`config.mk`:
```
export PLATFORM = sky130hd
export DESIGN_NAME = bcd_seven_segment_scan_display_flat
export DESIGN_NICKNAME = d
export VERILOG_FILES = /design/src/rtl/bcdsd_pkg.sv /design/src/rtl/bcdsd_if.sv /design/src/rtl/bcdsd_front.sv /design/src/rtl/bcdsd_queue.sv /design/src/rtl/bcdsd_back.sv /design/src/rtl/bcd_seven_segment_scan_display.sv /design/src/flat_wrapper.sv
export SDC_FILE = /design/constraint.sdc
export NUM_CORES = 1
export LEC_CHECK = 0
export CORE_ASPECT_RATIO = 0.8
export CORE_MARGIN = 3
export CORE_UTILIZATION = 65
export CTS_CLUSTER_DIAMETER = 40
export CTS_CLUSTER_SIZE = 16
export DETAILED_ROUTE_END_ITERATION = 7
export DONT_BUFFER_PORTS = 1
export MAX_ROUTING_LAYER = met4
export PLACE_DENSITY = 0.82
export RECOVER_POWER = 100
export SLEW_MARGIN = 30
export SYNTH_ARGS = -nofsm -noshare
export SYNTH_HDL_FRONTEND = slang
export SYNTH_SLANG_ARGS = --single-unit
```
`constraint.sdc`:
```
create_clock -name i_clk -period 9.7 [get_ports i_clk]
set_input_delay 0.485 -clock i_clk [delete_from_list [all_inputs] [get_ports i_clk]]
set_output_delay 0.485 -clock i_clk [all_outputs]
set_load 0.02 [all_outputs]
```
`src/rtl/bcdsd_pkg.sv`:
```
package bcdsd_pkg;

    localparam int unsigned VALUE_W = 32;
    localparam int unsigned BATT_W = 7;
    localparam int unsigned SCAN_W = 4;
    localparam int unsigned DIGIT_W = 4;
    localparam int unsigned FRAME_DEPTH = 8;
    localparam int unsigned QUEUE_DEPTH = 2;

    localparam logic [SCAN_W-1:0] SCAN_LAST = 4'd8;
    localparam logic [BATT_W-1:0] BATT_MAX = 7'd99;
    localparam logic [7:0] SEG_POINT = 8'h10;
    localparam logic [7:0] SEG_MINUS = 8'h40;
    localparam logic [7:0] SEG_BLANK = 8'h00;
    localparam logic [7:0] COLUMN_NONE = 8'hFF;

    // floor(v / 10) == (v * 205) >> 11 for every v up to 1028.
    localparam logic [7:0] RECIP_TEN = 8'd205;
    localparam int unsigned RECIP_SHIFT = 11;

    typedef struct packed {
        logic [VALUE_W-1:0] magnitude;
        logic               negative;
        logic               freeze;
        logic [DIGIT_W-1:0] batt_tens;
        logic [DIGIT_W-1:0] batt_ones;
        logic [SCAN_W-1:0]  scan_count;
    } t_cmd;

    typedef enum logic [1:0] {
        BK_IDLE,
        BK_CONV,
        BK_DRAW
    } t_back_state;

    function automatic logic [7:0] time_glyph(input logic [DIGIT_W-1:0] digit);
        logic [7:0] glyph;
        unique case (digit)
            4'd0:    glyph = 8'hAF;
            4'd1:    glyph = 8'h06;
            4'd2:    glyph = 8'hCB;
            4'd3:    glyph = 8'hC7;
            4'd4:    glyph = 8'h66;
            4'd5:    glyph = 8'hE5;
            4'd6:    glyph = 8'hED;
            4'd7:    glyph = 8'h07;
            4'd8:    glyph = 8'hEF;
            4'd9:    glyph = 8'hE7;
            default: glyph = SEG_BLANK;
        endcase
        return glyph;
    endfunction

    function automatic logic [7:0] batt_glyph(input logic [DIGIT_W-1:0] digit);
        logic [7:0] glyph;
        unique case (digit)
            4'd0:    glyph = 8'h3F;
            4'd1:    glyph = 8'h06;
            4'd2:    glyph = 8'h5B;
            4'd3:    glyph = 8'h4F;
            4'd4:    glyph = 8'h66;
            4'd5:    glyph = 8'h6D;
            4'd6:    glyph = 8'h7D;
            4'd7:    glyph = 8'h07;
            4'd8:    glyph = 8'h7F;
            4'd9:    glyph = 8'h67;
            default: glyph = SEG_BLANK;
        endcase
        return glyph;
    endfunction

endpackage

```
`src/rtl/bcdsd_if.sv`:
```
interface bcdsd_in_if;
    import bcdsd_pkg::*;
    logic                      valid;
    logic                      ready;
    logic [VALUE_W-1:0]        elapsed_time;
    logic signed [VALUE_W-1:0] signed_delta;
    logic [BATT_W-1:0]         battery_percent;
    logic                      freeze;
    modport source(output valid, elapsed_time, signed_delta, battery_percent, freeze,
                   input ready);
    modport sink(input valid, elapsed_time, signed_delta, battery_percent, freeze,
                 output ready);
endinterface

interface bcdsd_out_if;
    logic       valid;
    logic       ready;
    logic [7:0] column_select;
    logic [8:0] segment_pins;
    logic       drive_valid;
    modport source(output valid, column_select, segment_pins, drive_valid, input ready);
    modport sink(input valid, column_select, segment_pins, drive_valid, output ready);
endinterface

interface bcdsd_cfg_if;
    logic valid;
    logic ready;
    logic display_mode;
    modport source(output valid, display_mode, input ready);
    modport sink(input valid, display_mode, output ready);
endinterface

```
`src/rtl/bcdsd_front.sv`:
```
module bcdsd_front (
    input  logic             i_clk,
    input  logic             i_rst_n,
    bcdsd_in_if.sink         i_in,
    bcdsd_cfg_if.sink        i_cfg,
    input  logic             i_queue_full,
    output logic             o_push,
    output bcdsd_pkg::t_cmd  o_cmd
);
    import bcdsd_pkg::*;

    logic              r_mode;
    logic              n_mode;
    logic [SCAN_W-1:0] r_normal_cnt;
    logic [SCAN_W-1:0] n_normal_cnt;
    logic [SCAN_W-1:0] r_delta_cnt;
    logic [SCAN_W-1:0] n_delta_cnt;

    logic               w_accept;
    logic [SCAN_W-1:0]  w_count;
    logic [SCAN_W-1:0]  w_count_next;
    logic [VALUE_W-1:0] w_delta_bits;
    logic               w_negative;
    logic [BATT_W-1:0]  w_pct;
    logic [14:0]        w_prod;
    logic [DIGIT_W-1:0] w_tens;
    logic [BATT_W-1:0]  w_tens_x10;
    logic [BATT_W-1:0]  w_ones;

    assign i_in.ready  = !i_queue_full;
    assign i_cfg.ready = 1'b1;
    assign w_accept    = i_in.valid && !i_queue_full;
    assign o_push      = w_accept;

    assign w_count      = r_mode ? r_delta_cnt : r_normal_cnt;
    assign w_count_next = (w_count >= SCAN_LAST) ? '0 : w_count + 4'd1;

    always_comb begin
        n_mode       = r_mode;
        n_normal_cnt = r_normal_cnt;
        n_delta_cnt  = r_delta_cnt;
        if (i_cfg.valid) begin
            n_mode = i_cfg.display_mode;
        end
        if (w_accept) begin
            if (r_mode) begin
                n_delta_cnt = w_count_next;
            end else begin
                n_normal_cnt = w_count_next;
            end
        end
    end

    always_ff @(posedge i_clk) begin
        if (!i_rst_n) begin
            r_mode       <= 1'b0;
            r_normal_cnt <= '0;
            r_delta_cnt  <= '0;
        end else begin
            r_mode       <= n_mode;
            r_normal_cnt <= n_normal_cnt;
            r_delta_cnt  <= n_delta_cnt;
        end
    end

    // Classification: pick the shown value, split the battery into two digits.
    assign w_delta_bits = i_in.signed_delta;
    assign w_negative   = r_mode && w_delta_bits[VALUE_W-1];
    assign w_pct        = (i_in.battery_percent > BATT_MAX) ? BATT_MAX : i_in.battery_percent;
    assign w_prod       = {8'd0, w_pct} * {7'd0, RECIP_TEN};
    assign w_tens       = w_prod[RECIP_SHIFT +: DIGIT_W];
    assign w_tens_x10   = {w_tens, 3'b000} + {2'b00, w_tens, 1'b0};
    assign w_ones       = w_pct - w_tens_x10;

    always_comb begin
        o_cmd.magnitude  = !r_mode ? i_in.elapsed_time
                         : (w_negative ? (~w_delta_bits + 32'd1) : w_delta_bits);
        o_cmd.negative   = w_negative;
        o_cmd.freeze     = i_in.freeze;
        o_cmd.batt_tens  = w_tens;
        o_cmd.batt_ones  = w_ones[DIGIT_W-1:0];
        o_cmd.scan_count = w_count;
    end

    a_scan_range: assert property (@(posedge i_clk) disable iff (!i_rst_n)
        r_normal_cnt <= SCAN_LAST && r_delta_cnt <= SCAN_LAST)
        else $error("scan counter left its range");

endmodule

```
`src/rtl/bcdsd_queue.sv`:
```
module bcdsd_queue #(
    parameter int unsigned DEPTH = bcdsd_pkg::QUEUE_DEPTH
) (
    input  logic            i_clk,
    input  logic            i_rst_n,
    input  logic            i_push,
    input  bcdsd_pkg::t_cmd i_cmd,
    output logic            o_full,
    input  logic            i_pop,
    output logic            o_empty,
    output bcdsd_pkg::t_cmd o_cmd
);
    import bcdsd_pkg::*;

    localparam int unsigned PTR_W = $clog2(DEPTH);
    localparam int unsigned CNT_W = $clog2(DEPTH + 1);
    localparam logic [PTR_W-1:0] PTR_LAST = PTR_W'(DEPTH - 1);

    t_cmd             r_slot [DEPTH];
    logic [PTR_W-1:0] r_wr_ptr;
    logic [PTR_W-1:0] r_rd_ptr;
    logic [CNT_W-1:0] r_count;

    assign o_full  = (r_count == CNT_W'(DEPTH));
    assign o_empty = (r_count == '0);
    assign o_cmd   = r_slot[r_rd_ptr];

    always_ff @(posedge i_clk) begin
        if (i_push) begin
            r_slot[r_wr_ptr] <= i_cmd;
        end
    end

    always_ff @(posedge i_clk) begin
        if (!i_rst_n) begin
            r_wr_ptr <= '0;
            r_rd_ptr <= '0;
            r_count  <= '0;
        end else begin
            if (i_push) begin
                r_wr_ptr <= (r_wr_ptr == PTR_LAST) ? '0 : r_wr_ptr + 1'b1;
            end
            if (i_pop) begin
                r_rd_ptr <= (r_rd_ptr == PTR_LAST) ? '0 : r_rd_ptr + 1'b1;
            end
            if (i_push && !i_pop) begin
                r_count <= r_count + 1'b1;
            end else if (i_pop && !i_push) begin
                r_count <= r_count - 1'b1;
            end
        end
    end

    a_no_overflow: assert property (@(posedge i_clk) disable iff (!i_rst_n)
        i_push |-> !o_full)
        else $error("queue written while full");

    a_no_underflow: assert property (@(posedge i_clk) disable iff (!i_rst_n)
        i_pop |-> !o_empty)
        else $error("queue read while empty");

endmodule

```
`src/rtl/bcdsd_back.sv`:
```
module bcdsd_back (
    input  logic            i_clk,
    input  logic            i_rst_n,
    input  logic            i_empty,
    input  bcdsd_pkg::t_cmd i_cmd,
    output logic            o_pop,
    bcdsd_out_if.source     o_out
);
    import bcdsd_pkg::*;

    localparam int unsigned STEP_W = $clog2(VALUE_W);
    localparam int unsigned NDIGIT = VALUE_W / DIGIT_W;
    localparam logic [STEP_W-1:0] STEP_LAST = STEP_W'(VALUE_W - 1);

    t_back_state        r_state;
    t_back_state        n_state;
    t_cmd               r_cmd;
    logic [VALUE_W-1:0] r_acc;
    logic [VALUE_W-1:0] r_bin;
    logic [STEP_W-1:0]  r_step;
    logic [7:0]         r_frame [FRAME_DEPTH];

    logic       r_out_valid;
    logic [7:0] r_col;
    logic [8:0] r_seg;
    logic       r_drive;

    logic               w_start;
    logic               w_step_en;
    logic               w_draw;
    logic               w_out_free;
    logic [VALUE_W-1:0] w_adjusted;
    logic [7:0]         w_frame [FRAME_DEPTH];
    logic [7:0]         w_byte;

    assign w_out_free = !r_out_valid || o_out.ready;

    always_comb begin
        n_state = r_state;
        unique case (r_state)
            BK_IDLE: begin
                if (!i_empty) begin
                    n_state = i_cmd.freeze ? BK_DRAW : BK_CONV;
                end
            end
            BK_CONV: begin
                if (r_step == STEP_LAST) begin
                    n_state = BK_DRAW;
                end
            end
            BK_DRAW: begin
                if (w_out_free) begin
                    n_state = BK_IDLE;
                end
            end
            default: n_state = BK_IDLE;
        endcase
    end

    always_comb begin
        w_start   = 1'b0;
        w_step_en = 1'b0;
        w_draw    = 1'b0;
        unique case (r_state)
            BK_IDLE: w_start   = !i_empty;
            BK_CONV: w_step_en = 1'b1;
            BK_DRAW: w_draw    = w_out_free;
            default: ;
        endcase
    end

    assign o_pop = w_start;

    // One double dabble step: add three to every digit of five or more.
    always_comb begin
        for (int d = 0; d < NDIGIT; d++) begin
            w_adjusted[d*DIGIT_W +: DIGIT_W] = (r_acc[d*DIGIT_W +: DIGIT_W] >= 4'd5)
                ? r_acc[d*DIGIT_W +: DIGIT_W] + 4'd3
                : r_acc[d*DIGIT_W +: DIGIT_W];
        end
    end

    // Frame after this item: time digits unless frozen, battery every time.
    always_comb begin
        for (int i = 0; i < FRAME_DEPTH; i++) begin
            w_frame[i] = r_frame[i];
        end
        if (!r_cmd.freeze) begin
            w_frame[6] = r_cmd.negative ? SEG_MINUS : time_glyph(r_acc[23:20]);
            w_frame[5] = time_glyph(r_acc[19:16]);
            w_frame[4] = SEG_BLANK;
            w_frame[3] = time_glyph(r_acc[15:12]) | SEG_POINT;
            w_frame[2] = time_glyph(r_acc[11:8]);
        end
        w_frame[1] = batt_glyph(r_cmd.batt_tens);
        w_frame[0] = batt_glyph(r_cmd.batt_ones);
    end

    assign w_byte = w_frame[r_cmd.scan_count[2:0]];

    always_ff @(posedge i_clk) begin
        if (w_start) begin
            r_cmd  <= i_cmd;
            r_acc  <= '0;
            r_bin  <= i_cmd.magnitude;
            r_step <= '0;
        end else if (w_step_en) begin
            r_acc  <= {w_adjusted[VALUE_W-2:0], r_bin[VALUE_W-1]};
            r_bin  <= {r_bin[VALUE_W-2:0], 1'b0};
            r_step <= r_step + 1'b1;
        end
        if (w_draw) begin
            if (r_cmd.scan_count < SCAN_LAST) begin
                r_col <= ~(8'd1 << r_cmd.scan_count[2:0]);
                r_seg <= {w_byte[7:2], 1'b0, w_byte[1:0]};
            end else begin
                r_col <= COLUMN_NONE;
                r_seg <= '0;
            end
        end
    end

    always_ff @(posedge i_clk) begin
        if (!i_rst_n) begin
            r_state     <= BK_IDLE;
            r_out_valid <= 1'b0;
            r_drive     <= 1'b0;
            for (int i = 0; i < FRAME_DEPTH; i++) begin
                r_frame[i] <= '0;
            end
        end else begin
            r_state <= n_state;
            if (w_draw) begin
                r_out_valid <= 1'b1;
                r_drive     <= (r_cmd.scan_count < SCAN_LAST);
                for (int i = 0; i < FRAME_DEPTH; i++) begin
                    r_frame[i] <= w_frame[i];
                end
            end else if (o_out.ready) begin
                r_out_valid <= 1'b0;
            end
        end
    end

    assign o_out.valid         = r_out_valid;
    assign o_out.column_select = r_col;
    assign o_out.segment_pins  = r_seg;
    assign o_out.drive_valid   = r_drive;

    a_one_column: assert property (@(posedge i_clk) disable iff (!i_rst_n)
        (r_out_valid && r_drive) |-> $onehot(~r_col))
        else $error("driven slot does not select exactly one column");

    a_idle_slot: assert property (@(posedge i_clk) disable iff (!i_rst_n)
        (r_out_valid && !r_drive) |-> (r_col == COLUMN_NONE && r_seg == '0))
        else $error("idle slot drives a column or segment");

    a_frame_blank: assert property (@(posedge i_clk) disable iff (!i_rst_n)
        r_frame[4] == SEG_BLANK && r_frame[7] == SEG_BLANK)
        else $error("blank frame position was lit");

endmodule

```
`src/rtl/bcd_seven_segment_scan_display.sv`:
```
// Scan display for a lap timer: every transfer on i_in is one scan tick and yields
// exactly one transfer on o_out, the column and segment drive for that tick. Unless
// the tick is frozen, the shown value (elapsed time, or the delta magnitude with a
// minus sign in delta mode) is converted to BCD by double dabble, one bit per cycle:
// the back end takes the item from the queue, runs 32 conversion steps and then draws
// the frame once its result register is free; a frozen tick skips the conversion.
// The front end accepts ticks into a QUEUE_DEPTH entry queue while the back end
// works, and the result register lets the next conversion run while a result waits.
// display_mode may be written at any time the block idles.
module bcd_seven_segment_scan_display #(
    parameter int unsigned QUEUE_DEPTH = bcdsd_pkg::QUEUE_DEPTH
) (
    input  logic         i_clk,
    input  logic         i_rst_n,
    bcdsd_in_if.sink     i_in,
    bcdsd_cfg_if.sink    i_cfg,
    bcdsd_out_if.source  o_out
);
    import bcdsd_pkg::*;

    logic w_push;
    logic w_full;
    logic w_pop;
    logic w_empty;
    t_cmd w_front_cmd;
    t_cmd w_back_cmd;

    bcdsd_front u_front (
        .i_clk        (i_clk),
        .i_rst_n      (i_rst_n),
        .i_in         (i_in),
        .i_cfg        (i_cfg),
        .i_queue_full (w_full),
        .o_push       (w_push),
        .o_cmd        (w_front_cmd)
    );

    bcdsd_queue #(
        .DEPTH (QUEUE_DEPTH)
    ) u_queue (
        .i_clk   (i_clk),
        .i_rst_n (i_rst_n),
        .i_push  (w_push),
        .i_cmd   (w_front_cmd),
        .o_full  (w_full),
        .i_pop   (w_pop),
        .o_empty (w_empty),
        .o_cmd   (w_back_cmd)
    );

    bcdsd_back u_back (
        .i_clk   (i_clk),
        .i_rst_n (i_rst_n),
        .i_empty (w_empty),
        .i_cmd   (w_back_cmd),
        .o_pop   (w_pop),
        .o_out   (o_out)
    );

endmodule

```
`src/flat_wrapper.sv`:
```
// flat-port wrapper written by rule: the top's interface ports become plain ports
module bcd_seven_segment_scan_display_flat import bcdsd_pkg::*;
#(
    parameter int unsigned QUEUE_DEPTH = bcdsd_pkg::QUEUE_DEPTH
)
  (i_clk, i_rst_n, i_in_valid, i_in_elapsed_time, i_in_signed_delta, i_in_battery_percent, i_in_freeze, i_in_ready, i_cfg_valid, i_cfg_display_mode, i_cfg_ready, o_out_valid, o_out_column_select, o_out_segment_pins, o_out_drive_valid, o_out_ready);
  bcdsd_in_if i_in_i ();
  bcdsd_cfg_if i_cfg_i ();
  bcdsd_out_if o_out_i ();
  input  logic i_clk;
  input  logic i_rst_n;
  input wire logic [$bits(i_in_i.valid)-1:0] i_in_valid;
  input wire logic [$bits(i_in_i.elapsed_time)-1:0] i_in_elapsed_time;
  input wire logic [$bits(i_in_i.signed_delta)-1:0] i_in_signed_delta;
  input wire logic [$bits(i_in_i.battery_percent)-1:0] i_in_battery_percent;
  input wire logic [$bits(i_in_i.freeze)-1:0] i_in_freeze;
  output wire logic [$bits(i_in_i.ready)-1:0] i_in_ready;
  input wire logic [$bits(i_cfg_i.valid)-1:0] i_cfg_valid;
  input wire logic [$bits(i_cfg_i.display_mode)-1:0] i_cfg_display_mode;
  output wire logic [$bits(i_cfg_i.ready)-1:0] i_cfg_ready;
  output wire logic [$bits(o_out_i.valid)-1:0] o_out_valid;
  output wire logic [$bits(o_out_i.column_select)-1:0] o_out_column_select;
  output wire logic [$bits(o_out_i.segment_pins)-1:0] o_out_segment_pins;
  output wire logic [$bits(o_out_i.drive_valid)-1:0] o_out_drive_valid;
  input wire logic [$bits(o_out_i.ready)-1:0] o_out_ready;
  assign i_in_i.valid = i_in_valid;
  assign i_in_i.elapsed_time = i_in_elapsed_time;
  assign i_in_i.signed_delta = i_in_signed_delta;
  assign i_in_i.battery_percent = i_in_battery_percent;
  assign i_in_i.freeze = i_in_freeze;
  assign i_in_ready = i_in_i.ready;
  assign i_cfg_i.valid = i_cfg_valid;
  assign i_cfg_i.display_mode = i_cfg_display_mode;
  assign i_cfg_ready = i_cfg_i.ready;
  assign o_out_valid = o_out_i.valid;
  assign o_out_column_select = o_out_i.column_select;
  assign o_out_segment_pins = o_out_i.segment_pins;
  assign o_out_drive_valid = o_out_i.drive_valid;
  assign o_out_i.ready = o_out_ready;
  bcd_seven_segment_scan_display #(.QUEUE_DEPTH(QUEUE_DEPTH)) u_core (.i_clk(i_clk), .i_rst_n(i_rst_n), .i_in(i_in_i), .i_cfg(i_cfg_i), .o_out(o_out_i));
endmodule
```
==> results by stage, run 1 <==
Synth:
- The fraction of registers with async set/reset is 0.
- The most used flip-flop cell after synthesis is sky130_fd_sc_hd__edfxtp_1.
- The synthesized netlist contains 59 unique library cells.
- The mux cell area share after synthesis is 0.0798.
- Of the total synthesized cell area, the portion taken by full adders, half adders and majority gates is 0.0901.
- The share of synthesized cell area in and, or, nand and nor gates is 0.106.
- The xor/xnor share of the synthesized area is 0.0369.
- Counting every instance in the synthesized netlist gives 1272.
- The total nets after synthesis is 1447.
- Dividing the synthesized area by the synthesized cell count gives 11.1 um2.
- The area fraction in compound gates after synthesis is 0.111.
- The post-synthesis sequential element count is 283.
- The sequential share of the synthesized area is 0.538.
- For this run, the number of Yosys warnings is 0.
- The cell area that synthesis handed to floorplanning was 14100 um2.
- The number of enable-type register cells in the synthesized netlist is 194.
- The main combinational cell family by area after synthesis is compound AO/OA/AOI/OAI gates.

Worst setup path:
- The kind of launch point of the worst setup path is a primary input.
- For flop-to-flop paths, the worst setup slack is 4.80 ns.
- Along the worst path, the maximum fanout reaches 4.
- The required time of the worst setup path is 9.98 ns.
- The worst endpoint data arrival time is 5.31 ns.
- Counting cells, the worst reg-to-reg path comes to 10.
- The start-to-end type of the worst setup path is in -> reg.
- STA classifies the critical path endpoint as a flip-flop.

Power:
- Of the total power, registers draw 0.427.
- Power spread over the standard cell area amounts to 286 nW/um2.
- Of the total power, the clock network draws 0.257.
- The final total power is 4.37 mW.
- The largest voltage drop on the vdd net is 0.200 mV.
- The static leakage is 6.03 nW.
- The analysis attributes to net switching a power of 1.50 mW.
- The design internal power is 2.87 mW.
- The relative contribution of combinational cells to total power is 0.316.
- The switching share of power is 0.343.

Global route:
- The remaining global-route overflow is 0.
- The number of global-route vias before repair is 9347.
- Entering global routing, the biggest net connects 72 pins.
- The first-pass GRT wire length is 45900 um.
- The combined global-route utilization of all metal layers is 0.247.
- The initial antenna violation count is 0.

Place:
- Including well taps, the total number of placed cells is 1490.
- The HPWL after detailed placement is 18400 um.
- At the end of routability-driven placement, the weighted congestion stood at 0.829.
- The number of buffers inserted by port buffering is 0.
- The post-placement worst setup slack is 4.14 ns.

STA:
- Setup violations remaining at the end of the flow were counted as 0.
- The setup TNS is 0 ns.
- The final count of hold timing violations is 0.
- The worst clock skew on the final layout is 0.0160 ns.
- The final count of pins violating max slew is 480.
- Setup repair after global routing left no endpoint under its margin.
- Hold is met by 0.0281 ns.
- The post-route clock period utilization is 0.518.
- The tightest slew margin relative to the limit is -0.916.
- The worst path in the final design needs a cycle of 5.02 ns, including I/O delays and setup.
- For this run, the top clock speed supported by timing is 0.199 GHz.
- The final worst slack is 4.68 ns.
- For the pin with the worst max-slew slack, the measured transition is 2.87 ns.

Clocking:
- The number of buffers added by the clock tree synthesis step is 30.
- The maximum clock path buffer count is 3.
- Clock-pin slew was measured on the worst setup and hold paths at 0.07 ns.
- The number of H-tree branching levels is 1.
- The post-CTS setup-driven buffer insertion count is 0.
- TritonCTS built the clock tree.
- The cell at the root of the clock tree is sky130_fd_sc_hd__clkbuf_16.
- The number of sinks on the clock net is 283.
- After clock tree synthesis, the repair step resized 0 gates.
- Buffers inserted to repair hold after CTS numbered 0.
- The clock insertion delay at the later pin of the skew report is 0.55 ns.

Die:
- The core region is 21000 um2.
- In this run the horizontal extent of the chip is 171 um.
- Measured along the y axis, the die boundary spans 138 um.
- For this configuration, the core starts out at a cell density of 0.673.
- The standard-cell row count is 47.
- In this run the count of I/O pins placed on the die edge is 99.
- The die area is 23600 um2.

Drt:
- The detail-routed via count per cell is 6.04.
- The number of iterations in the first detailed-routing pass is 5.
- The count of nets left with antenna violations once routing finished came out at 0.
- The via count is 9332.
- Summed over all layers, the routed wires come to 27700 um.
- The DRC violation total after the first TritonRoute iteration is 874.
- The detailed-route wire length per cell is 17.9 um.
- The detailed-route DRC error count is 0.

Run status:
- The run finished, with violations left.
- The checks that failed: capacitance limit, slew limit.

Final layout:
- In the final design database the tool counted 1428 nets.
- 0 antenna diodes ended up in the layout.
- The ratio of cells with drive above 1 in the final layout is 0.0603.
- The layout overhead on the synthesized area is 8.12%.
- Fill cells in the final layout number 1365.
- After the flow finishes, the layout carries non-filler instances totaling 1546.

Flow run:
- Max-cap violations in this run came to 10.

Hold path:
- In this run the worst hold path is classified as in -> reg.
- The number of stages on the worst hold path is 0.
-- final cells by class --
class                      instances  area (um2)  share of cell area
inverter                          75         282              0.0184
multi-input combinational        851        6000               0.393
clock buffer                      38         812              0.0531
clock inverter                    18         181              0.0119
tap                              269         337              0.0220
sequential                       283        7610               0.498
timing repair buffer              12        63.8             0.00417
-- kinds of logic (layout without fill, tap and decap cells) --
group,after synthesis,after routing
muxes,108,108
DFF,283,283
xor gates and xnor gates,58,58
and+or+nand+nor,319,319
buffers and inverters,138,143
other,2,2
AOI/OAI and AO/OA,267,267
adders and majority gates,97,97
-- power groups by stage --
stage / sequential, mW / combinational (mW) / clock (mW)
2_1_floorplan: 1.82 / 1.05 / 0
3_3_place_gp: 1.87 / 1.28 / 0
3_5_place_dp: 1.87 / 1.35 / 0
4_1_cts: 1.85 / 1.37 / 1.14
5_1_grt: 1.90 / 1.55 / 1.18
6_report: 1.86 / 1.38 / 1.12
-- cells in the mapped netlist (all sizes together) (11+ instances only) --
library cell,count,area (um2)
a21oi,94,470
a22oi,13,97.6
and3,15,93.8
buf,20,90.1
clkbuf,43,161
dfxtp,89,1780
edfxtp,194,5830
ha,89,1110
inv,75,282
mux2,35,398
mux2i,73,731
nand2,97,364
nand2b,18,113
nand3,21,105
nor2,107,402
nor2b,13,81.3
o21ai,93,469
o22ai,11,68.8
o31ai,11,82.6
o32ai,11,96.3
xnor2,19,166
xor2,38,333
-- worst paths after layout --
path | from | endpoint
max | i_in_battery_percent[2] | u_core.u_queue.r_slot[0][7]$_DFFE_PP_
min | i_in_freeze | u_core.u_queue.r_slot[1][12]$_DFFE_PP_
max reg2reg | u_core.u_queue.r_count[0]$_SDFFE_PN0P_ | flip-flop
min reg2reg | u_core.u_front.r_delta_cnt[1]$_SDFFE_PN0P_ | u_core.u_front.r_delta_cnt[1]$_SDFFE_PN0P_
-- worst max-delay path: stages --
cell,delay (ns)
sky130_fd_sc_hd__o311ai_0,0.55
sky130_fd_sc_hd__nor2b_1,0.42
sky130_fd_sc_hd__inv_1,0.13
sky130_fd_sc_hd__ha_1,0.32
sky130_fd_sc_hd__inv_1,0.05
sky130_fd_sc_hd__fa_1,0.36
sky130_fd_sc_hd__inv_1,0.09
sky130_fd_sc_hd__fa_1,0.43
sky130_fd_sc_hd__ha_1,0.31
sky130_fd_sc_hd__ha_1,0.32
sky130_fd_sc_hd__a21oi_1,0.16
sky130_fd_sc_hd__nand2_1,0.09
sky130_fd_sc_hd__a221oi_1,0.41
sky130_fd_sc_hd__inv_1,0.08
sky130_fd_sc_hd__a21oi_1,0.19
sky130_fd_sc_hd__xnor2_1,0.19
sky130_fd_sc_hd__ha_1,0.21
sky130_fd_sc_hd__xnor2_1,0.12
sky130_fd_sc_hd__xnor3_1,0.24
sky130_fd_sc_hd__xnor2_1,0.15
-- stage by stage --
stage / instance area, um2 / utilization
after floorplan: 14100 / -
after global placement: 14300 / 0.682
after CTS: 15300 / 0.730
after global routing: 15300 / 0.728
after detailed placement: 14300 / 0.683
final: 15300 / 0.728
-- metal layers --
| layer | wire length [um] | global-route usage |
|---|---|---|
| met5 | 0 | - |
| met4 | 480 | 0.0545 |
| met3 | 1740 | 0.0410 |
| met2 | 13300 | 0.398 |
| met1 | 12200 | 0.336 |
-- layout by cell type (no fill, tap or decap), types with 11 or more instances in the layout --
cell and n:
sky130_fd_sc_hd__and3_1 14, sky130_fd_sc_hd__mux2_1 22, sky130_fd_sc_hd__xor2_1 38, sky130_fd_sc_hd__a22oi_1 13, sky130_fd_sc_hd__o22ai_1 11, sky130_fd_sc_hd__ha_1 89, sky130_fd_sc_hd__clkbuf_1 14, sky130_fd_sc_hd__clkbuf_16 31
sky130_fd_sc_hd__o31ai_1 11, sky130_fd_sc_hd__inv_1 75, sky130_fd_sc_hd__nand2b_1 18, sky130_fd_sc_hd__dfxtp_1 89, sky130_fd_sc_hd__a21oi_1 94, sky130_fd_sc_hd__mux2i_1 73, sky130_fd_sc_hd__o21ai_0 87, sky130_fd_sc_hd__xnor2_1 19
sky130_fd_sc_hd__nand3_1 21, sky130_fd_sc_hd__edfxtp_1 194, sky130_fd_sc_hd__mux2_2 13, sky130_fd_sc_hd__nor2_1 106, sky130_fd_sc_hd__nor2b_1 13, sky130_fd_sc_hd__nand2_1 97, sky130_fd_sc_hd__o32ai_1 11
Power figures use the tool's default switching activity.
==> run 2, diff against run 1 <==
--- a/config.mk
+++ b/config.mk
@@ -7,13 +7,13 @@
 export LEC_CHECK = 0
 export CORE_ASPECT_RATIO = 0.8
 export CORE_MARGIN = 3
-export CORE_UTILIZATION = 65
+export CORE_UTILIZATION = 58
 export CTS_CLUSTER_DIAMETER = 40
 export CTS_CLUSTER_SIZE = 16
 export DETAILED_ROUTE_END_ITERATION = 7
 export DONT_BUFFER_PORTS = 1
 export MAX_ROUTING_LAYER = met4
-export PLACE_DENSITY = 0.82
+export PLACE_DENSITY = 0.77
 export RECOVER_POWER = 100
 export SLEW_MARGIN = 30
 export SYNTH_ARGS = -nofsm -noshare
==> constraint.sdc (replaced) <==
create_clock -name i_clk -period 4.4 [get_ports i_clk]
set_input_delay 0.22 -clock i_clk [delete_from_list [all_inputs] [get_ports i_clk]]
set_output_delay 0.22 -clock i_clk [all_outputs]
set_load 0.02 [all_outputs]
==> run 2 against run 1 <==
Against the previous run: sequential share of layout area decreased by 2.1 points; clock skew increased by 0.0039 ns; largest power group unchanged; first-iteration DRC count decreased by 34%; non-clock buffer count increased by 59; critical endpoint is now u_core.u_queue.r_slot[1][7]$_DFFE_PP_; cell count increased by 6.7%; final area increased by 4.4%; critical path type unchanged; worst hold slack improved by 0.0018 ns; the run still ends with capacitance limit, slew limit left; setup slack got worse by 4.3 ns.
==> results by stage, run 2 (synthesized netlist as in run 1, its figures left out) <==
Worst setup path:
- Tracing the worst setup path back leads to its startpoint at i_in_battery_percent[2].
- The kind of cell adding the most delay to the critical path is adder cells.
- The kind of end point of the critical path is a flip-flop.
- The startpoint of the lowest-slack register-to-register path is u_core.u_front.r_mode$_SDFFE_PN0P_.
- The total buffers and inverters traversed by the critical path is 4 (unchanged).
- The required time of the worst setup path is 4.68 ns (-5.30 ns).
- The critical path's largest stage delay is 0.42 ns (-0.13 ns).
- The start-to-end type of the worst setup path is in -> reg.
- On the critical path, the stage with the largest delay is an instance of sky130_fd_sc_hd__fa_1.
- Walking the worst path, the cells encountered are o311ai_4, nor2b_4, inv_1, ha_1, inv_1, fa_1, inv_1, fa_1, ha_1, ha_1, a21oi_1, nand2_1, a221oi_2, inv_1, a21oi_1, xnor2_1, ha_1, xnor2_1, xnor3_1, xnor2_1.
- The worst endpoint data arrival time is 4.27 ns (-1.04 ns).
- STA classifies the critical path startpoint as a primary input.
- The top fanout value on the critical path is 3 (-1).

STA:
- The setup TNS is 0 ns (unchanged).
- Setup repair after global routing left no endpoint under its margin.
- The transition time at the pin with the least slew margin is 2.78 ns (-0.0916 ns).
- The tightest slew margin relative to the limit is -0.855 (+0.0610).
- The worst clock skew on the final layout was 0.0199 ns (+0.00389 ns).
- The final count of pins violating max slew was 235 (-51%).
- The highest attainable clock frequency is 0.251 GHz.
- The minimum clock period after layout is 3.98 ns.
- The final count of hold timing violations is 0 (unchanged).
- Dividing the final minimum period by the clock period gives 0.906.
- The count of endpoints failing setup in the final report came to 0 (unchanged).

Drt:
- The final wirelength is 28600 um (+3.2%).
- The detailed-route DRC error count is 0 (unchanged).
- The detailed-route wire length per cell is 17.3 um (-3.3%).
- The detail-routed via count per cell is 5.80 (-3.9%).
- The count of antenna-violating nets left after detailed routing is 0 (unchanged).
- The via count is 9567 (+2.5%).
- The DRC violation total after the first TritonRoute iteration was 575 (-34%).
- The number of iterations in the first detailed-routing pass was 6 (+1).

Clocking:
- The TritonCTS clock tree is yes.
- The count of hold buffers inserted by post-cts repair is 44 (+44).
- The number of sinks on the clock net came to 283 (unchanged).
- The CTS clock-pin slew for the worst setup and hold paths is 0.06 ns (about the same).
- The tree is rooted in a sky130_fd_sc_hd__clkbuf_16.
- The number of H-tree branching levels was 1 (unchanged).
- The number of gates given a new drive strength after cts was 0 (unchanged).
- The maximum clock path buffer count is 3 (unchanged).
- The clock insertion delay at the later pin of the skew report is 0.56 ns (about the same).
- The number of buffers added by the clock tree synthesis step is 31 (+3.3%).
- The post-CTS setup-driven buffer insertion count came to 0 (unchanged).

Global route:
- The initial antenna violation count is 0 (unchanged).
- The combined global-route utilization of all metal layers is 0.220 (-0.0270).
- The first-pass GRT wire length is 47000 um (+2.3%).
- The largest net degree at the start of global routing is 72 (unchanged).
- The number of global-route vias before repair is 9472 (+1.3%).
- The remaining global-route overflow came to 0 (unchanged).

Final layout:
- The final net count is 1488 (+4.2%).
- The fill cell instance count of the final layout is 1749 (+28%).
- In the layout the commonest cells are 194 x sky130_fd_sc_hd__edfxtp_1, 107 x sky130_fd_sc_hd__nor2_1, 97 x sky130_fd_sc_hd__nand2_1.
- The area growth from synthesis to layout is 12.9%.
- The ratio of cells with drive above 1 in the final layout is 0.0732 (+0.0129).
- The register area is 7610 um2 (unchanged).
- The post-route cell area is 16000 um2 (+4.4%).
- The number of diodes added for antenna fixing is 0 (unchanged).
- The area occupied by multi-input gates is 6030 um2 (+0.46%).
- The library cell used most frequently in the layout, excluding fill and tap cells, is sky130_fd_sc_hd__edfxtp_1.

Die:
- The floorplan die height came to 146 um (+5.6%).
- The standard-cell row count was 50 (+6.4%).
- The die area is 26300 um2 (+12%).
- The core area is 23600 um2 (+13%).
- The starting density of the core is 0.598 (-0.0756).
- The x dimension of the die was 181 um (+5.7%).
- The I/O pin count is 99 (unchanged).

Run status:
- The run finished, with violations left.
- The checks that failed: capacitance limit, slew limit.

Place:
- The number of buffers inserted by port buffering is 0 (unchanged).
- The detailed placer's ending HPWL is 19100 um (+3.7%).
- The weighted congestion reported at the end of routability-driven placement is 0.813 (-1.9%).
- The area of placed instances is 14600 um2 (+1.5%).

Flow run:
- The max-capacitance violation count is 5 (-5).

Power:
- The largest voltage drop on the vdd net is 0.460 mV (+130%).
- The power density of the placed cells is 612 nW/um2 (+110%).
- The static leakage is 6.32 nW (+4.8%).

Hold path:
- The path category of the worst min-delay check is in -> reg.
- The worst hold path begins at i_in_signed_delta[16].
## run 2: changes by cell type in the layout (fill, tap and decap cells not counted), moves of 3 or more
cell	delta
sky130_fd_sc_hd__inv_8	+3
sky130_fd_sc_hd__clkbuf_1	+3
sky130_fd_sc_hd__buf_4	+6
sky130_fd_sc_hd__dlygate4sd3_1	+44
sky130_fd_sc_hd__inv_6	+7
sky130_fd_sc_hd__clkinvlp_4	-4
## run 2: layout make-up
cell class / count / share of cell area
timing repair buffer: 71 / 0.0366
sequential: 283 / 0.477
inverter: 75 / 0.0176
clock inverter: 23 / 0.0165
multi-input combinational: 851 / 0.378
tap: 312 / 0.0245
clock buffer: 35 / 0.0502
## run 2: power breakdown
group	leakage, nW	total [mW]	internal [mW]	switching (mW)
Clock	0.522	2.63	1.49	1.14
Combinational	3.21	3.04	1.11	1.93
Sequential	2.58	4.10	3.78	0.321
## run 2: per-layer routing
layer / track usage / vias up / wire length [um]
li1: - / 4644 / -
met1: 0.302 / 4608 / 13200
met2: 0.347 / 267 / 13300
met3: 0.0372 / 48 / 1570
met4: 0.0510 / 0 / 534
met5: - / - / 0
## run 2: per-stage QoR
stage	utilization	setup WS [ns]	hold slack, ns	power, mW	cells
3_5_place_dp	0.616	-0.158	0.319	7.15	1548
2_1_floorplan	-	0.00982	0.319	6.33	1272
5_1_grt	0.675	0.157	0.0403	10.4	1650
3_3_place_gp	0.614	-0.0457	0.319	7.02	1547
6_report	0.675	0.415	0.0300	9.77	1650
4_1_cts	0.679	0.394	0.00449	9.83	1650
## run 2: final timing paths
check                                          endpoint  slack, ns  depth (start not counted)
max               u_core.u_queue.r_slot[1][7]$_DFFE_PP_       0.42                         20
min              u_core.u_queue.r_slot[1][30]$_DFFE_PP_       0.03                          2
min reg2reg  u_core.u_front.r_delta_cnt[1]$_SDFFE_PN0P_       0.46                          2
max reg2reg      u_core.u_queue.r_slot[0][14]$_DFFE_PP_       0.57                          3
